[src/rtl/srsw_pkg.sv]
// ----------------------------------------------------------------------------
// srsw_pkg
// Shared constants of the selective-repeat sender window.
// ----------------------------------------------------------------------------
package srsw_pkg;

    // default ring size in slots (a power of two)
    localparam int DEF_WINDOW_DEPTH = 64;

    // configuration register indexes
    localparam int CFG_IDX_W = 2;
    localparam logic [CFG_IDX_W-1:0] CFG_TOTAL_PACKETS = 2'd0;
    localparam logic [CFG_IDX_W-1:0] CFG_FAST_RETX     = 2'd1;
    localparam logic [CFG_IDX_W-1:0] CFG_TIMEOUT_US    = 2'd2;

    // commands
    localparam logic [1:0] CMD_ACK  = 2'd0;
    localparam logic [1:0] CMD_TICK = 2'd1;
    localparam logic [1:0] CMD_SEND = 2'd2;

    // result kinds
    localparam logic [1:0] KIND_STATUS  = 2'd0;
    localparam logic [1:0] KIND_PACKET  = 2'd1;
    localparam logic [1:0] KIND_NOTHING = 2'd2;

    // slot status codes
    localparam int ST_W = 3;
    localparam logic [ST_W-1:0] ST_NOT_SENT = 3'd0;
    localparam logic [ST_W-1:0] ST_SENT     = 3'd1;
    localparam logic [ST_W-1:0] ST_TIMEOUT  = 3'd2;
    localparam logic [ST_W-1:0] ST_RESENT   = 3'd3;
    localparam logic [ST_W-1:0] ST_ACKED    = 3'd4;

    // window arithmetic
    localparam int WIN_MIN    = 10;
    localparam int THRESH_MIN = 20;
    localparam int GROW_STEP  = 20;
    localparam logic [15:0] SSTHRESH_INIT = 16'hFFFF;
    localparam logic [31:0] TIMEOUT_INIT  = 32'd100000;

    // floor(x*62/100) as x*62*ceil(2^24/100) >> 24
    localparam int SHRINK_MUL   = 62 * 167773;
    localparam int SHRINK_SHIFT = 24;

endpackage

[src/rtl/selective_repeat_sender_window.sv]
// ----------------------------------------------------------------------------
// selective_repeat_sender_window
// Sender side of a selective-repeat window with congestion control.
// ----------------------------------------------------------------------------
// Usage: one input item carries a command (ack, timeout tick, send request)
// on a valid/ready channel; results leave on a valid/ready channel, the last
// result of an item flagged by o_last. Configuration is a plain write port
// (i_cfg_we, i_cfg_idx, i_cfg_data) used while the block is idle; writing
// total_packets restarts the transfer.
// The slot ring sits in a RAM with one registered read port, so each visited
// slot is first presented to the read port (S_SCAN_RD) and then acted on
// (S_SCAN_EX). An ack scans at most min(cwnd, filled) slots when the ready
// rescan runs; a tick scans every filled slot; a send scans min(cwnd, filled).
// The block takes one item at a time; o_in_ready is high only while idle.
// Reset: synchronous, active low; restores the state of a fresh transfer of
// one packet (window 10, threshold unlimited, all slots not sent).
// Stall: results sit in an output register; when the receiver holds off, the
// sequencer waits on the next result and resumes without loss.
// WINDOW_DEPTH must be a power of two.
// ----------------------------------------------------------------------------
module selective_repeat_sender_window #(
    parameter int WINDOW_DEPTH = srsw_pkg::DEF_WINDOW_DEPTH
) (
    input  logic                           i_clk,
    input  logic                           i_rst_n,
    input  logic                           i_cfg_we,
    input  logic [srsw_pkg::CFG_IDX_W-1:0] i_cfg_idx,
    input  logic [31:0]                    i_cfg_data,
    input  logic                           i_in_valid,
    output logic                           o_in_ready,
    input  logic [1:0]                     i_cmd,
    input  logic [31:0]                    i_cum_seq,
    input  logic [31:0]                    i_sel_seq,
    input  logic [31:0]                    i_now_us,
    output logic                           o_out_valid,
    input  logic                           i_out_ready,
    output logic [1:0]                     o_kind,
    output logic [31:0]                    o_seq_num,
    output logic                           o_is_final_packet,
    output logic                           o_last,
    output logic [6:0]                     o_cwnd_out,
    output logic [15:0]                    o_ssthresh_out,
    output logic                           o_done_res,
    output logic                           o_data_ready,
    output logic                           o_ack_error
);

    import srsw_pkg::*;

    localparam int SW = $clog2(WINDOW_DEPTH);
    localparam int CW = SW + 1;
    localparam logic [CW-1:0] DEPTH_C  = CW'(WINDOW_DEPTH);
    localparam logic [CW-1:0] WIN_INIT =
        CW'((WIN_MIN > WINDOW_DEPTH) ? WINDOW_DEPTH : WIN_MIN);

    // sequencer states
    localparam logic [3:0] S_IDLE     = 4'd0;
    localparam logic [3:0] S_ACK_MARK = 4'd1;
    localparam logic [3:0] S_ACK_RD   = 4'd2;
    localparam logic [3:0] S_ACK_DUP  = 4'd3;
    localparam logic [3:0] S_ACK_SLID = 4'd4;
    localparam logic [3:0] S_ACK_GROW = 4'd5;
    localparam logic [3:0] S_ACK_FILL = 4'd6;
    localparam logic [3:0] S_SCAN_RD  = 4'd7;
    localparam logic [3:0] S_SCAN_EX  = 4'd8;
    localparam logic [3:0] S_TICK_END = 4'd9;
    localparam logic [3:0] S_SEND_END = 4'd10;
    localparam logic [3:0] S_STAT     = 4'd11;

    // saturating mark base + w
    function automatic logic [31:0] f_mark(input logic [31:0] base, input logic [CW-1:0] w);
        logic [32:0] sum;
        sum = {1'b0, base} + 33'(w);
        return sum[32] ? 32'hFFFF_FFFF : sum[31:0];
    endfunction

    // max(20, floor(cwnd*62/100))
    function automatic logic [15:0] f_shrink(input logic [CW-1:0] c);
        logic [CW+24-1:0] prod;
        logic [15:0]      t;
        prod = (CW+24)'(c) * (CW+24)'(SHRINK_MUL);
        t    = 16'(prod >> SHRINK_SHIFT);
        return (t < 16'(THRESH_MIN)) ? 16'(THRESH_MIN) : t;
    endfunction

    // ring offset of a slot from the base slot
    function automatic logic [SW-1:0] f_off(input logic [SW-1:0] a, input logic [SW-1:0] b);
        return a - b;
    endfunction

    // configuration and window state
    logic [31:0]             r_total, n_total;
    logic                    r_fast, n_fast;
    logic [31:0]             r_timeout, n_timeout;
    logic [31:0]             r_base, n_base;
    logic [CW-1:0]           r_filled, n_filled;
    logic [CW-1:0]           r_cwnd, n_cwnd;
    logic [15:0]             r_ss, n_ss;
    logic [31:0]             r_mark, n_mark;
    logic [31:0]             r_high, n_high;
    logic [1:0]              r_dup, n_dup;
    logic                    r_pun, n_pun;
    logic                    r_rdy, n_rdy;
    logic [WINDOW_DEPTH-1:0] r_vld, n_vld;

    // sequencer
    logic [3:0]              r_state, n_state;
    logic [1:0]              r_cmd, n_cmd;
    logic [31:0]             r_cum, n_cum;
    logic [31:0]             r_sel, n_sel;
    logic [31:0]             r_now, n_now;
    logic [CW-1:0]           r_idx, n_idx;
    logic                    r_err, n_err;
    logic                    r_some, n_some;
    logic                    r_flo, n_flo;
    logic                    r_fall, n_fall;
    logic                    r_pend_v, n_pend_v;
    logic [31:0]             r_pend_seq, n_pend_seq;

    // output register
    logic                    r_out_valid;
    logic [1:0]              r_kind;
    logic [31:0]             r_seq;
    logic                    r_fin, r_last, r_done, r_dready, r_aerr;
    logic [6:0]              r_cwnd_o;
    logic [15:0]             r_ss_o;

    // emission request
    logic                    emit;
    logic [1:0]              e_kind;
    logic [31:0]             e_seq;
    logic                    e_last, e_err;

    // ram ports
    logic                    st_we, tm_we;
    logic [SW-1:0]           st_waddr, raddr;
    logic [ST_W-1:0]         st_wdata, st_rd, st_eff;
    logic [31:0]             tm_rd;

    // scratch
    logic [31:0]             scan_seq, d, avail, elapsed;
    logic [SW-1:0]           base_slot;
    logic [CW-1:0]           lim, win_lim, target, c_new;
    logic [1:0]              dup_n;
    logic [15:0]             ss_new;
    logic [16:0]             g;
    logic                    out_free, timed;
    logic [ST_W-1:0]         st_post;

    srsw_ram #(.WIDTH(ST_W), .DEPTH(WINDOW_DEPTH)) u_status (
        .i_clk   (i_clk),
        .i_we    (st_we),
        .i_waddr (st_waddr),
        .i_wdata (st_wdata),
        .i_raddr (raddr),
        .o_rdata (st_rd)
    );

    srsw_ram #(.WIDTH(32), .DEPTH(WINDOW_DEPTH)) u_sent_time (
        .i_clk   (i_clk),
        .i_we    (tm_we),
        .i_waddr (st_waddr),
        .i_wdata (r_now),
        .i_raddr (raddr),
        .o_rdata (tm_rd)
    );

    // address and limit helpers
    assign scan_seq  = r_base + 32'(r_idx);
    assign base_slot = r_base[SW-1:0];
    assign raddr     = (r_state == S_ACK_RD || r_state == S_ACK_DUP) ? base_slot
                                                                    : scan_seq[SW-1:0];
    assign st_eff    = r_vld[raddr] ? st_rd : ST_NOT_SENT;
    assign win_lim   = (r_cwnd < r_filled) ? r_cwnd : r_filled;
    assign lim       = (r_cmd == CMD_TICK) ? r_filled : win_lim;
    assign out_free  = !r_out_valid || i_out_ready;
    assign elapsed   = r_now - tm_rd;
    assign o_in_ready = (r_state == S_IDLE);

    // sequencer and window update
    always_comb begin
        n_total = r_total;   n_fast = r_fast;     n_timeout = r_timeout;
        n_base = r_base;     n_filled = r_filled; n_cwnd = r_cwnd;
        n_ss = r_ss;         n_mark = r_mark;     n_high = r_high;
        n_dup = r_dup;       n_pun = r_pun;       n_rdy = r_rdy;
        n_vld = r_vld;       n_state = r_state;   n_cmd = r_cmd;
        n_cum = r_cum;       n_sel = r_sel;       n_now = r_now;
        n_idx = r_idx;       n_err = r_err;       n_some = r_some;
        n_flo = r_flo;       n_fall = r_fall;     n_pend_v = r_pend_v;
        n_pend_seq = r_pend_seq;
        emit = 1'b0;  e_kind = KIND_STATUS;  e_seq = '0;  e_last = 1'b0;  e_err = 1'b0;
        st_we = 1'b0; tm_we = 1'b0; st_waddr = scan_seq[SW-1:0]; st_wdata = ST_NOT_SENT;
        d = '0; avail = '0; target = '0; c_new = '0; dup_n = '0; ss_new = '0; g = '0;
        timed = 1'b0; st_post = st_eff;

        case (r_state)
            S_IDLE: begin
                if (i_in_valid) begin
                    n_cmd = i_cmd; n_cum = i_cum_seq; n_sel = i_sel_seq; n_now = i_now_us;
                    n_err = 1'b0; n_idx = '0; n_some = 1'b0; n_flo = 1'b0; n_fall = 1'b0;
                    n_pend_v = 1'b0;
                    case (i_cmd)
                        CMD_ACK:  n_state = S_ACK_MARK;
                        CMD_TICK: n_state = S_SCAN_RD;
                        CMD_SEND: n_state = S_SCAN_RD;
                        default:  n_state = S_STAT;
                    endcase
                end
            end
            // selective mark
            S_ACK_MARK: begin
                if (r_cum != r_sel && r_sel >= r_base &&
                    (r_sel - r_base) < 32'(r_filled)) begin
                    st_we = 1'b1; st_waddr = r_sel[SW-1:0]; st_wdata = ST_ACKED;
                    n_vld[r_sel[SW-1:0]] = 1'b1;
                end
                n_state = S_ACK_RD;
            end
            S_ACK_RD: n_state = S_ACK_DUP;
            // duplicate ack handling, base slot status is on the read port
            S_ACK_DUP: begin
                if (r_fast) begin
                    if (r_high == r_cum) begin
                        dup_n = (r_dup < 2'd3) ? r_dup + 2'd1 : r_dup;
                        n_dup = dup_n;
                        if (dup_n == 2'd2) begin
                            if (!r_pun) begin
                                ss_new = f_shrink(r_cwnd);
                                n_ss   = ss_new;
                                c_new  = (ss_new > 16'(DEPTH_C)) ? DEPTH_C : CW'(ss_new);
                                n_cwnd = c_new;
                                n_mark = f_mark(r_base, c_new);
                                n_pun  = 1'b1;
                            end
                            if (r_filled != '0 && (st_eff == ST_SENT || st_eff == ST_RESENT)) begin
                                st_we = 1'b1; st_waddr = base_slot; st_wdata = ST_TIMEOUT;
                                n_vld[base_slot] = 1'b1;
                                n_rdy = 1'b1;
                            end
                        end
                    end else if (r_high < r_cum) begin
                        n_high = r_cum;
                        n_dup  = '0;
                    end
                end
                n_state = S_ACK_SLID;
            end
            // cumulative slide, clipped to the filled slots
            S_ACK_SLID: begin
                if (r_cum > r_base) begin
                    d = r_cum - r_base;
                    if (d > 32'(r_filled)) begin
                        d = 32'(r_filled);
                        n_err = 1'b1;
                    end
                    n_base   = r_base + d;
                    n_filled = r_filled - CW'(d);
                end
                n_state = S_ACK_GROW;
            end
            // window growth
            S_ACK_GROW: begin
                if (r_base >= r_mark) begin
                    if (16'(r_cwnd) < r_ss) begin
                        g = 17'(r_cwnd) << 1;
                        if (g >= 17'(r_ss)) g = 17'(r_ss);
                    end else begin
                        g = 17'(r_cwnd) + 17'(GROW_STEP);
                    end
                    c_new  = (g > 17'(DEPTH_C)) ? DEPTH_C : CW'(g);
                    n_cwnd = c_new;
                    n_mark = f_mark(r_base, c_new);
                end
                n_state = S_ACK_GROW + 4'd1;
            end
            // refill with unsent slots
            S_ACK_FILL: begin
                avail  = r_total - r_base;
                target = (avail < 32'(r_cwnd)) ? CW'(avail) : r_cwnd;
                if (r_filled < target) begin
                    for (int k = 0; k < WINDOW_DEPTH; k++) begin
                        if (CW'(f_off(SW'(k), base_slot)) >= r_filled &&
                            CW'(f_off(SW'(k), base_slot)) < target) begin
                            n_vld[k] = 1'b0;
                        end
                    end
                    n_filled = target;
                end
                n_idx   = '0;
                n_state = r_rdy ? S_STAT : S_SCAN_RD;
            end
            // present the next slot to the read port
            S_SCAN_RD: begin
                if (r_idx >= lim || (r_cmd == CMD_ACK && r_rdy)) begin
                    case (r_cmd)
                        CMD_TICK: n_state = S_TICK_END;
                        CMD_SEND: n_state = S_SEND_END;
                        default:  n_state = S_STAT;
                    endcase
                end else begin
                    n_state = S_SCAN_EX;
                end
            end
            // act on the slot data
            S_SCAN_EX: begin
                case (r_cmd)
                    CMD_ACK: begin
                        if (st_eff inside {ST_NOT_SENT, ST_TIMEOUT}) n_rdy = 1'b1;
                        n_idx = r_idx + 1'b1; n_state = S_SCAN_RD;
                    end
                    CMD_TICK: begin
                        timed = (st_eff == ST_SENT || st_eff == ST_RESENT) &&
                                (elapsed > r_timeout);
                        if (timed) begin
                            st_we = 1'b1; st_wdata = ST_TIMEOUT;
                            n_vld[scan_seq[SW-1:0]] = 1'b1;
                            n_some = 1'b1;
                            st_post = ST_TIMEOUT;
                        end
                        if (st_post inside {ST_NOT_SENT, ST_TIMEOUT}) begin
                            if (r_idx < WIN_INIT) n_flo = 1'b1;
                            if (r_idx < r_cwnd) n_fall = 1'b1;
                        end
                        n_idx = r_idx + 1'b1; n_state = S_SCAN_RD;
                    end
                    CMD_SEND: begin
                        if (st_eff inside {ST_NOT_SENT, ST_TIMEOUT}) begin
                            if (!r_pend_v || out_free) begin
                                st_we = 1'b1; tm_we = 1'b1;
                                st_wdata = (st_eff == ST_NOT_SENT) ? ST_SENT : ST_RESENT;
                                n_vld[scan_seq[SW-1:0]] = 1'b1;
                                if (r_pend_v) begin
                                    emit = 1'b1; e_kind = KIND_PACKET; e_seq = r_pend_seq;
                                end
                                n_pend_v = 1'b1; n_pend_seq = scan_seq;
                                n_idx = r_idx + 1'b1; n_state = S_SCAN_RD;
                            end
                        end else begin
                            n_idx = r_idx + 1'b1; n_state = S_SCAN_RD;
                        end
                    end
                    default: n_state = S_STAT;
                endcase
            end
            // timeout penalty and ready update
            S_TICK_END: begin
                if (!r_pun && r_some) begin
                    n_ss   = f_shrink(r_cwnd);
                    n_cwnd = WIN_INIT;
                    n_mark = f_mark(r_base, WIN_INIT);
                    n_pun  = 1'b1;
                    if (!r_rdy && r_flo) n_rdy = 1'b1;
                end else if (!r_rdy && r_fall) begin
                    n_rdy = 1'b1;
                end
                n_state = S_STAT;
            end
            // last send result
            S_SEND_END: begin
                if (out_free) begin
                    emit = 1'b1; e_last = 1'b1;
                    e_kind = r_pend_v ? KIND_PACKET : KIND_NOTHING;
                    e_seq  = r_pend_v ? r_pend_seq : '0;
                    n_rdy = 1'b0; n_pun = 1'b0; n_pend_v = 1'b0;
                    n_state = S_IDLE;
                end
            end
            S_STAT: begin
                if (out_free) begin
                    emit = 1'b1; e_last = 1'b1; e_kind = KIND_STATUS; e_err = r_err;
                    n_state = S_IDLE;
                end
            end
            default: n_state = S_IDLE;
        endcase

        // configuration writes; the user must write only while idle, the block itself does not enforce it
        if (i_cfg_we) begin
            case (i_cfg_idx)
                CFG_TOTAL_PACKETS: begin
                    n_total  = i_cfg_data;
                    n_base   = '0;
                    n_filled = (i_cfg_data < 32'(WIN_INIT)) ? CW'(i_cfg_data) : WIN_INIT;
                    n_cwnd   = WIN_INIT;
                    n_ss     = SSTHRESH_INIT;
                    n_mark   = 32'(WIN_INIT);
                    n_high   = '0;
                    n_dup    = '0;
                    n_pun    = 1'b0;
                    n_rdy    = 1'b1;
                    n_vld    = '0;
                end
                CFG_FAST_RETX:  n_fast = i_cfg_data[0];
                CFG_TIMEOUT_US: n_timeout = i_cfg_data;
                default: ;
            endcase
        end
    end

    // control and window registers
    always_ff @(posedge i_clk) begin
        if (!i_rst_n) begin
            r_state     <= S_IDLE;
            r_out_valid <= 1'b0;
            r_pend_v    <= 1'b0;
            r_total     <= 32'd1;
            r_fast      <= 1'b0;
            r_timeout   <= TIMEOUT_INIT;
            r_base      <= '0;
            r_filled    <= CW'(1);
            r_cwnd      <= WIN_INIT;
            r_ss        <= SSTHRESH_INIT;
            r_mark      <= 32'(WIN_INIT);
            r_high      <= '0;
            r_dup       <= '0;
            r_pun       <= 1'b0;
            r_rdy       <= 1'b1;
            r_vld       <= '0;
        end else begin
            r_state   <= n_state;
            r_pend_v  <= n_pend_v;
            r_total   <= n_total;
            r_fast    <= n_fast;
            r_timeout <= n_timeout;
            r_base    <= n_base;
            r_filled  <= n_filled;
            r_cwnd    <= n_cwnd;
            r_ss      <= n_ss;
            r_mark    <= n_mark;
            r_high    <= n_high;
            r_dup     <= n_dup;
            r_pun     <= n_pun;
            r_rdy     <= n_rdy;
            r_vld     <= n_vld;
            if (emit) begin
                r_out_valid <= 1'b1;
            end else if (i_out_ready) begin
                r_out_valid <= 1'b0;
            end
        end
    end

    // item and scan payload registers
    always_ff @(posedge i_clk) begin
        r_cmd      <= n_cmd;
        r_cum      <= n_cum;
        r_sel      <= n_sel;
        r_now      <= n_now;
        r_idx      <= n_idx;
        r_err      <= n_err;
        r_some     <= n_some;
        r_flo      <= n_flo;
        r_fall     <= n_fall;
        r_pend_seq <= n_pend_seq;
    end

    // output payload register
    always_ff @(posedge i_clk) begin
        if (emit) begin
            r_kind   <= e_kind;
            r_seq    <= e_seq;
            r_fin    <= (e_kind == KIND_PACKET) && (r_total != '0) &&
                        (e_seq == r_total - 32'd1);
            r_last   <= e_last;
            r_cwnd_o <= 7'(r_cwnd);
            r_ss_o   <= r_ss;
            r_done   <= (r_base >= r_total);
            r_dready <= (e_kind == KIND_STATUS) ? r_rdy : 1'b0;
            r_aerr   <= e_err;
        end
    end

    assign o_out_valid       = r_out_valid;
    assign o_kind            = r_kind;
    assign o_seq_num         = r_seq;
    assign o_is_final_packet = r_fin;
    assign o_last            = r_last;
    assign o_cwnd_out        = r_cwnd_o;
    assign o_ssthresh_out    = r_ss_o;
    assign o_done_res        = r_done;
    assign o_data_ready      = r_dready;
    assign o_ack_error       = r_aerr;

endmodule

[src/rtl/srsw_ram.sv]
// ----------------------------------------------------------------------------
// srsw_ram
// Generic single-write, single-read RAM with registered read data.
// ----------------------------------------------------------------------------
module srsw_ram #(
    parameter int WIDTH = 8,
    parameter int DEPTH = 64
) (
    input  logic                     i_clk,
    input  logic                     i_we,
    input  logic [$clog2(DEPTH)-1:0] i_waddr,
    input  logic [WIDTH-1:0]         i_wdata,
    input  logic [$clog2(DEPTH)-1:0] i_raddr,
    output logic [WIDTH-1:0]         o_rdata
);

    logic [WIDTH-1:0] r_mem [DEPTH];
    logic [WIDTH-1:0] r_rdata;

    // write port and registered read port
    always_ff @(posedge i_clk) begin
        if (i_we) begin
            r_mem[i_waddr] <= i_wdata;
        end
        r_rdata <= r_mem[i_raddr];
    end

    assign o_rdata = r_rdata;

endmodule

[config.mk]
export PLATFORM = sky130hd
export DESIGN_NAME = selective_repeat_sender_window
export DESIGN_NICKNAME = d
export VERILOG_FILES = /design/src/rtl/srsw_pkg.sv /design/src/rtl/selective_repeat_sender_window.sv /design/src/rtl/srsw_ram.sv
export SDC_FILE = /design/constraint.sdc
export NUM_CORES = 2
export LEC_CHECK = 0
export ABC_AREA = 0
export BUFFER_PORTS_ARGS = -buffer_cell sky130_fd_sc_hd__buf_4
export CAP_MARGIN = 10
export CELL_PAD_IN_SITES_DETAIL_PLACEMENT = 1
export CELL_PAD_IN_SITES_GLOBAL_PLACEMENT = 1
export CORE_UTILIZATION = 48
export DETAILED_ROUTE_END_ITERATION = 10
export PLACE_DENSITY = 0.77
export SYNTH_ARGS = -nofsm -noshare
export SYNTH_HDL_FRONTEND = slang
export SYNTH_HIERARCHICAL = 1
export SYNTH_SLANG_ARGS = --single-unit
[constraint.sdc]
create_clock -name i_clk -period 10.3 [get_ports i_clk]
set_input_delay 1.03 -clock i_clk [delete_from_list [all_inputs] [get_ports i_clk]]
set_output_delay 1.03 -clock i_clk [all_outputs]
set_load 0.03 [all_outputs]
# Yosys cells after proc, flatten, opt, wreduce, memory -nomap -nowiden
# Memory sizes are Yosys's and may differ from the RTL's. A register that Yosys moved wholly into a read port is not among the register bits.
# Cells that the tools add are included.
# op_classes
n_mux	265
n_reduce_logical	118
n_eq_ne	41
addsub	78
n_lt_le_gt_ge	156
multipliers	1
bitwise_logic	3
# ops
operator	count
2-to-1 mux 32 bit	29
2-to-1 mux 64 bit	11
>= comparator 6 x 7 -> 1 bit	64
< comparator 6 x 7 -> 1 bit	64
case mux 64 bit (4 select lines)	1
OR 64 bit	3
subtractor 6 bit (first input constant)	32
2-to-1 mux 7 bit	22
2-to-1 mux 16 bit	8
case mux 64 bit (2 select lines)	1
subtractor 32 bit	4
2-to-1 mux 1 bit	127
>= comparator 32 bit	3
case mux 32 bit (3 select lines)	1
subtractor 5 x 6 -> 6 bit (first input constant)	16
logical AND 1 bit	77
adder 32 x 7 -> 33 bit	2
equality test 32 bit	2
greater-than comparator 32 bit	2
< comparator 32 x 7 -> 1 bit	2
case mux 32 bit (2 select lines)	1
2-to-1 mux 17 bit	3
subtractor 4 x 6 -> 6 bit (first input constant)	8
case mux 4 bit (11 select lines)	1
70 further kinds	178
# word_totals
in_bits	137
reg_bits	468
n_memories	2
ramBits	2240
output_inout_bits	64
# memory_table
memory	depth	word_bits	read_ports	rd_clocked_by_memory_dff	write_ports	line_no	text
u_sent_time.r_mem	64	32	1	1	1	srsw_ram.sv:17	logic [WIDTH-1:0] r_mem [DEPTH];
u_status.r_mem	64	3	1	1	1	srsw_ram.sv:17	

# Depth between registers and ports, before layout
# logic_depth
ltp_word	17
ltp_mapped	38
mapped_depth_nobuf	36

# Modules after synthesis
# Netlist, hierarchy kept.
# modules_own_cells
module	instances	cells_each	area_per_inst_um2	seq_area_each_um2
srsw_ram at u_sent_time	1	3528	78970.7	62139.6
selective_repeat_sender_window	1	5806	47828.4	11400.9
srsw_ram at u_status	1	432	7915.1	5825.6

# Least setup slack after synthesis
# No wires, ideal clock.
# synth_path
path_type	reg-to-reg
from	reg r_base[1]
to	reg r_filled[4]
slack_ns	-0.368
path_stages_with_launch	29
t_required_ns	10.172
period_less_slack_ns	10.668
setup_time_ns	0.128
t_arrival_ns	10.540
path_cell_list	dfxtp_1 -> clkbuf_1 -> clkbuf_1 -> inv_1 -> fa_1 -> a211oi_1 -> o21ai_1 -> xor2_1 -> ha_1 -> a221o_1 -> nor4_1 -> o2111ai_1 -> a2111o_1 -> nor4_1 -> nand4_1 -> or4_4 -> nor4_4 -> mux2i_1 -> ha_1 -> a21o_1 -> a21oi_1 -> nand3_1 -> a41oi_1 -> a211o_1 -> buf_2 -> buf_2 -> mux2i_1 -> a221oi_1 -> nor2_1
# synth_via
elab_chain_len	10
word_cells_on_any_way	16
# synth_rtl
item	line_no	text
start, declared	selective_repeat_sender_window.sv:95	logic [31:0] r_base, n_base;
start signal, assigned	selective_repeat_sender_window.sv:425	r_base <= n_base;
subtractor 32 bit	selective_repeat_sender_window.sv:251	d = r_cum - r_base;
greater-than comparator 32 x 7 -> 1 bit	selective_repeat_sender_window.sv:252	if (d > 32'(r_filled)) begin
2-to-1 mux 32 bit	selective_repeat_sender_window.sv:252	
2-to-1 mux 32 bit	selective_repeat_sender_window.sv:250	if (r_cum > r_base) begin
2-to-1 mux 32 bit	selective_repeat_sender_window.sv:196	case (r_state)
subtractor 7 bit	selective_repeat_sender_window.sv:257	n_filled = r_filled - CW'(d);
2-to-1 mux 7 bit	selective_repeat_sender_window.sv:250	
case mux 7 bit (2 select lines) *	selective_repeat_sender_window.sv:196	
2-to-1 mux 7 bit	selective_repeat_sender_window.sv:379	case (i_cfg_idx)
2-to-1 mux 7 bit *	selective_repeat_sender_window.sv:378	if (i_cfg_we) begin
end signal, assigned	selective_repeat_sender_window.sv:426	r_filled <= n_filled;
end, declared	selective_repeat_sender_window.sv:96	logic [CW-1:0] r_filled, n_filled;
# Mark *: on every way between the ends. The rest lies on a longest branch, timed or not. The select of a mux whose other input is x is not followed.
# A chain may end at the register's enable or synchronous reset.

# Worst setup path after layout
# layout_path
from	reg r_cwnd[5]
to	reg r_mark[21]
# layout_via
elab_chain_len	14
word_cells_on_any_way	26
# layout_rtl
item	line_no	text
start, declared	selective_repeat_sender_window.sv:97	logic [CW-1:0] r_cwnd, n_cwnd;
start signal, assigned	selective_repeat_sender_window.sv:427	r_cwnd <= n_cwnd;
multiplier 7 x 23 -> 30 bit	selective_repeat_sender_window.sv:81	prod = (CW+24)'(c) * (CW+24)'(SHRINK_MUL);
< comparator 7 x 5 -> 1 bit	selective_repeat_sender_window.sv:83	return (t < 16'(THRESH_MIN)) ? 16'(THRESH_MIN) : t;
2-to-1 mux 7 bit	selective_repeat_sender_window.sv:83	
greater-than comparator 16 x 7 -> 1 bit	selective_repeat_sender_window.sv:230	c_new = (ss_new > 16'(DEPTH_C)) ? DEPTH_C : CW'(ss_new);
2-to-1 mux 7 bit	selective_repeat_sender_window.sv:230	
adder 32 x 7 -> 33 bit	selective_repeat_sender_window.sv:73	sum = {1'b0, base} + 33'(w);
2-to-1 mux 32 bit	selective_repeat_sender_window.sv:74	return sum[32] ? 32'hFFFF_FFFF : sum[31:0];
2-to-1 mux 32 bit	selective_repeat_sender_window.sv:227	if (!r_pun) begin
2-to-1 mux 32 bit	selective_repeat_sender_window.sv:226	if (dup_n == 2'd2) begin
2-to-1 mux 32 bit	selective_repeat_sender_window.sv:223	if (r_high == r_cum) begin
2-to-1 mux 32 bit	selective_repeat_sender_window.sv:222	if (r_fast) begin
case mux 32 bit (3 select lines) *	selective_repeat_sender_window.sv:196	
2-to-1 mux 32 bit	selective_repeat_sender_window.sv:379	
2-to-1 mux 32 bit *	selective_repeat_sender_window.sv:378	
end signal, assigned	selective_repeat_sender_window.sv:413	r_mark <= 32'(WIN_INIT);
end signal, assigned	selective_repeat_sender_window.sv:429	r_mark <= n_mark;
end, declared	selective_repeat_sender_window.sv:99	logic [31:0] r_mark, n_mark;
# Marks and branches as above.

==> summary by stage <==
Run status
The run finished, with violations left. The final reports fail on capacitance limit.

Route
The remaining design rule violation count is 0. The ratio of routed vias to standard cells is roughly 6.8. The routed layout has between 90000 and 100k vias. The detailed router's first-iteration violation count is 11200. The wire length reported by the detailed router is approximately 480 mm. The number of detailed-routing iterations run before antenna repair is 8. The average wire length per cell after detail routing is roughly 35 microns. The number of nets with antenna violations after routing is 0.

Layout
Compared with the post-synthesis result, the final layout area differs by 12.4%. The combined flip-flop and latch cell area is 77400 sq um. The final-layout fill cell count is about 27000. The multi-input combinational cells in the finished layout cover a total of between 50000 and 60000 sq um.

After the last flow step, the layout net total stands at 10900. The post-layout instance count excluding filler cells is 13900. Cells fill 54.3% of the core in the end. In the final layout, the share of cells above drive strength 1 is between 10% and 20%.

STA
Measured against its own limit, the worst slew margin works out to less than 1%. Setup violations remaining at the end of the flow were counted as 0. The final hold slack is ~0.26 ns. The portion of the clock cycle consumed by the worst path in the final layout is between 90 and 100%. The maximum clock skew at final layout is 0.0969 ns. The total count of max-transition violations in the final report came to 0. The total count of hold-check failures in the final report is 0. Setup total negative slack on the finished layout was measured at 0 ns. The highest attainable clock frequency is roughly 110 MHz. The final critical-path setup slack is between 0.8 and 0.9 ns. Setup repair after global routing left no endpoint under its margin. At the pin with the least slew margin, the transition time is between 1 and 1.5 ns.

Subtracting the final worst setup slack from the clock period gives ~9.5 ns.

GRT
The maximum number of pins on one net before global-route repair is between 90 and 100. The global routing met3 resource utilization is under 10%. The via count of the first global-routing pass came to slightly below 100k. The first-pass GRT wire length is ~700 mm. The all-layer global routing usage is between 30% and 40%. Global routing finished with a remaining overflow of 0.

The initial antenna violation count came to 35. The met2 routing resource usage after global routing is a little under three fifths. After global routing, the most crowded layer is met2. Global routing used between 40% and 50% of the available met1 tracks.

Critical path
The critical path is of the reg -> reg type. The critical path data required time is between 10 and 15 ns. Along the worst path, the maximum fanout reaches 18. The type of element launching the critical path is a register. The critical path arrival is slightly above 10 ns. The library cell contributing the largest single delay on the critical path is o21ai_0.

The critical path capture point type is a register. In this design, the stage delay of the slowest critical-path cell is around 0.84 ns.

Placed design
Including well taps, the total number of placed cells is between 10000 and 15000. Once detailed placement completed, the half-perimeter wirelength came to ~310 mm. The port buffer count is 200. Before CTS, the worst setup slack after placement is between 0.8 and 0.9 ns.

Routability-driven placement finished with a final weighted congestion of 0.975.

Clock tree
The maximum buffer depth of the clock tree is 4. The H-tree was split into 5 levels. Counting the buffers created by CTS gives 290. The clock-pin slew reported for the worst setup and hold paths after clock tree synthesis is roughly 0.06 ns.

The number of resized instances in the post-cts repair step is 0. Counting every sink on the clock net gives 2678. TritonCTS built the clock tree. Once the clock tree was built, the setup fixing pass inserted 0 buffers. The number of hold buffers added after cts is 0. Clock tree synthesis selected as its root buffer the cell clkbuf_16. The clock latency on the worst-skew pair is between 0.9 and 1 ns.

Min path
The path class of the tightest hold or removal check is in -> reg.

Floorplanning
201 I/O pins were placed. The die covers about 280000 sq um. The die is between 500 and 600 microns wide. The floorplan has ~190 rows. The starting density of the core is 48.3%.

The die is around 530 microns tall. After floorplanning, the core was sized to cover between 200000 and 300000 sq um.

Synth
The Yosys step of the flow raised 6 warnings. The mean area per synthesized cell is around 14 sq um. The cell area that synthesis handed to floorplanning was roughly 130000 sq um. The post-synthesis cell count is 9659.

Power and ir drop
The worst IR drop on VDD is around 0.25 mV. The total power density per cell area is 295 nW/um^2. The analysis attributes to cell leakage a power of between 50 and 60 nW.

Job
The max-capacitance violation count is 2.
==> cells in the final DEF, fill, tap and decap left out, types with 55 or more instances in the layout <==
master	instances
a211oi_1	76
o21ai_0	303
mux2i_1	253
nor4_1	56
o221ai_1	97
clkbuf_1	58
nor2_1	450
and3_1	62
inv_1	401
o21a_1	66
nand4_1	135
nand2b_1	62
nor2b_1	73
clkinv_1	68
mux2_2	67
dfxtp_1	297
nand2_1	560
buf_4	506
clkbuf_16	291
nor2_4	67
mux4_2	486
edfxtp_1	2379
a21o_1	254
o211ai_1	70
and2_1	55
a31oi_1	62
o22ai_1	116
ha_1	688
xnor2_1	284
a22oi_1	82
nor3_1	127
a21oi_1	598
nand3_1	224
==> registers in the layout, indices dropped and copies added (netlist names), 4 cells and up <==
name	flops
o_seq_num	32
o_cwnd_out	7
u_status/r_mem	128
r_base	32
r_cwnd	7
r_filled	7
r_ss	16
r_state	4
r_mark	32
r_now	32
o_ssthresh_out	16
r_total	32
u_sent_time/o_rdata	32
r_pend_seq	32
r_vld	64
r_sel	32
r_cum	32
r_timeout	32
r_idx	7
r_high	32
u_sent_time/r_mem	2048
==> power by group <==
group / leakage (nW) / internal [mW] / total, mW / switching (mW)
combinational: 23.1 / 7.14 / 20.1 / 13.0
sequential: 24.1 / 12.7 / 13.3 / 0.555
clock: 4.51 / 5.85 / 10.5 / 4.65
total: 51.7 / 25.7 / 43.9 / 18.2
==> critical path, delay by kind of cell (launching register included) <==
kind                       cells  cell delay, ns
adders and majority gates      6            2.44
DFF                            1            0.62
buffers and inverters          6            1.09
AOI/OAI and AO/OA             12            3.65
and+or+nand+nor                9            1.49
==> per-layer routing <==
metal	vias to the layer above	wire, microns
li1	38500	-
met1	47800	178000
met2	5787	228000
met3	1542	41800
met4	8	37600
met5	-	56
==> area by class of cell <==
class,instances,area share (%)
Inverter,425,1.09
Clock inverter,170,1.21
Sequential cell,2678,52.1
Tap cell,3589,3.02
Clock buffer,352,5.08
Timing Repair Buffer,513,2.62
Antenna cell,17,0.0286
Multi-Input combinational cell,6112,34.8
==> final timing paths <==
path / depth (start not counted) / to / from / slack, ns
min reg2reg: 0 / o_ssthresh_out[15]$_DFFE_PP_ / r_ss[15]$_SDFF_PN1_ / 0.46
max reg2reg: 33 / r_mark[21]$_SDFF_PN0_ / r_cwnd[5]$_SDFF_PN0_ / 0.82
max: 33 / r_mark[21]$_SDFF_PN0_ / r_cwnd[5]$_SDFF_PN0_ / 0.82
min: 1 / r_now[11]$_DFFE_PP_ / i_now_us[11] / 0.26
==> per-stage QoR <==
| step | instance area [sq um] | total power, mW |
|---|---|---|
| 2_1_floorplan | 132000 | 25.9 |
| 3_3_place_gp | 139000 | 32.1 |
| 3_5_place_dp | 139000 | 32.8 |
| 4_1_cts | 149000 | 43.5 |
| 5_1_grt | 149000 | 45.1 |
| 6_report | 149000 | 43.9 |
Power figures use the tool's default switching activity.
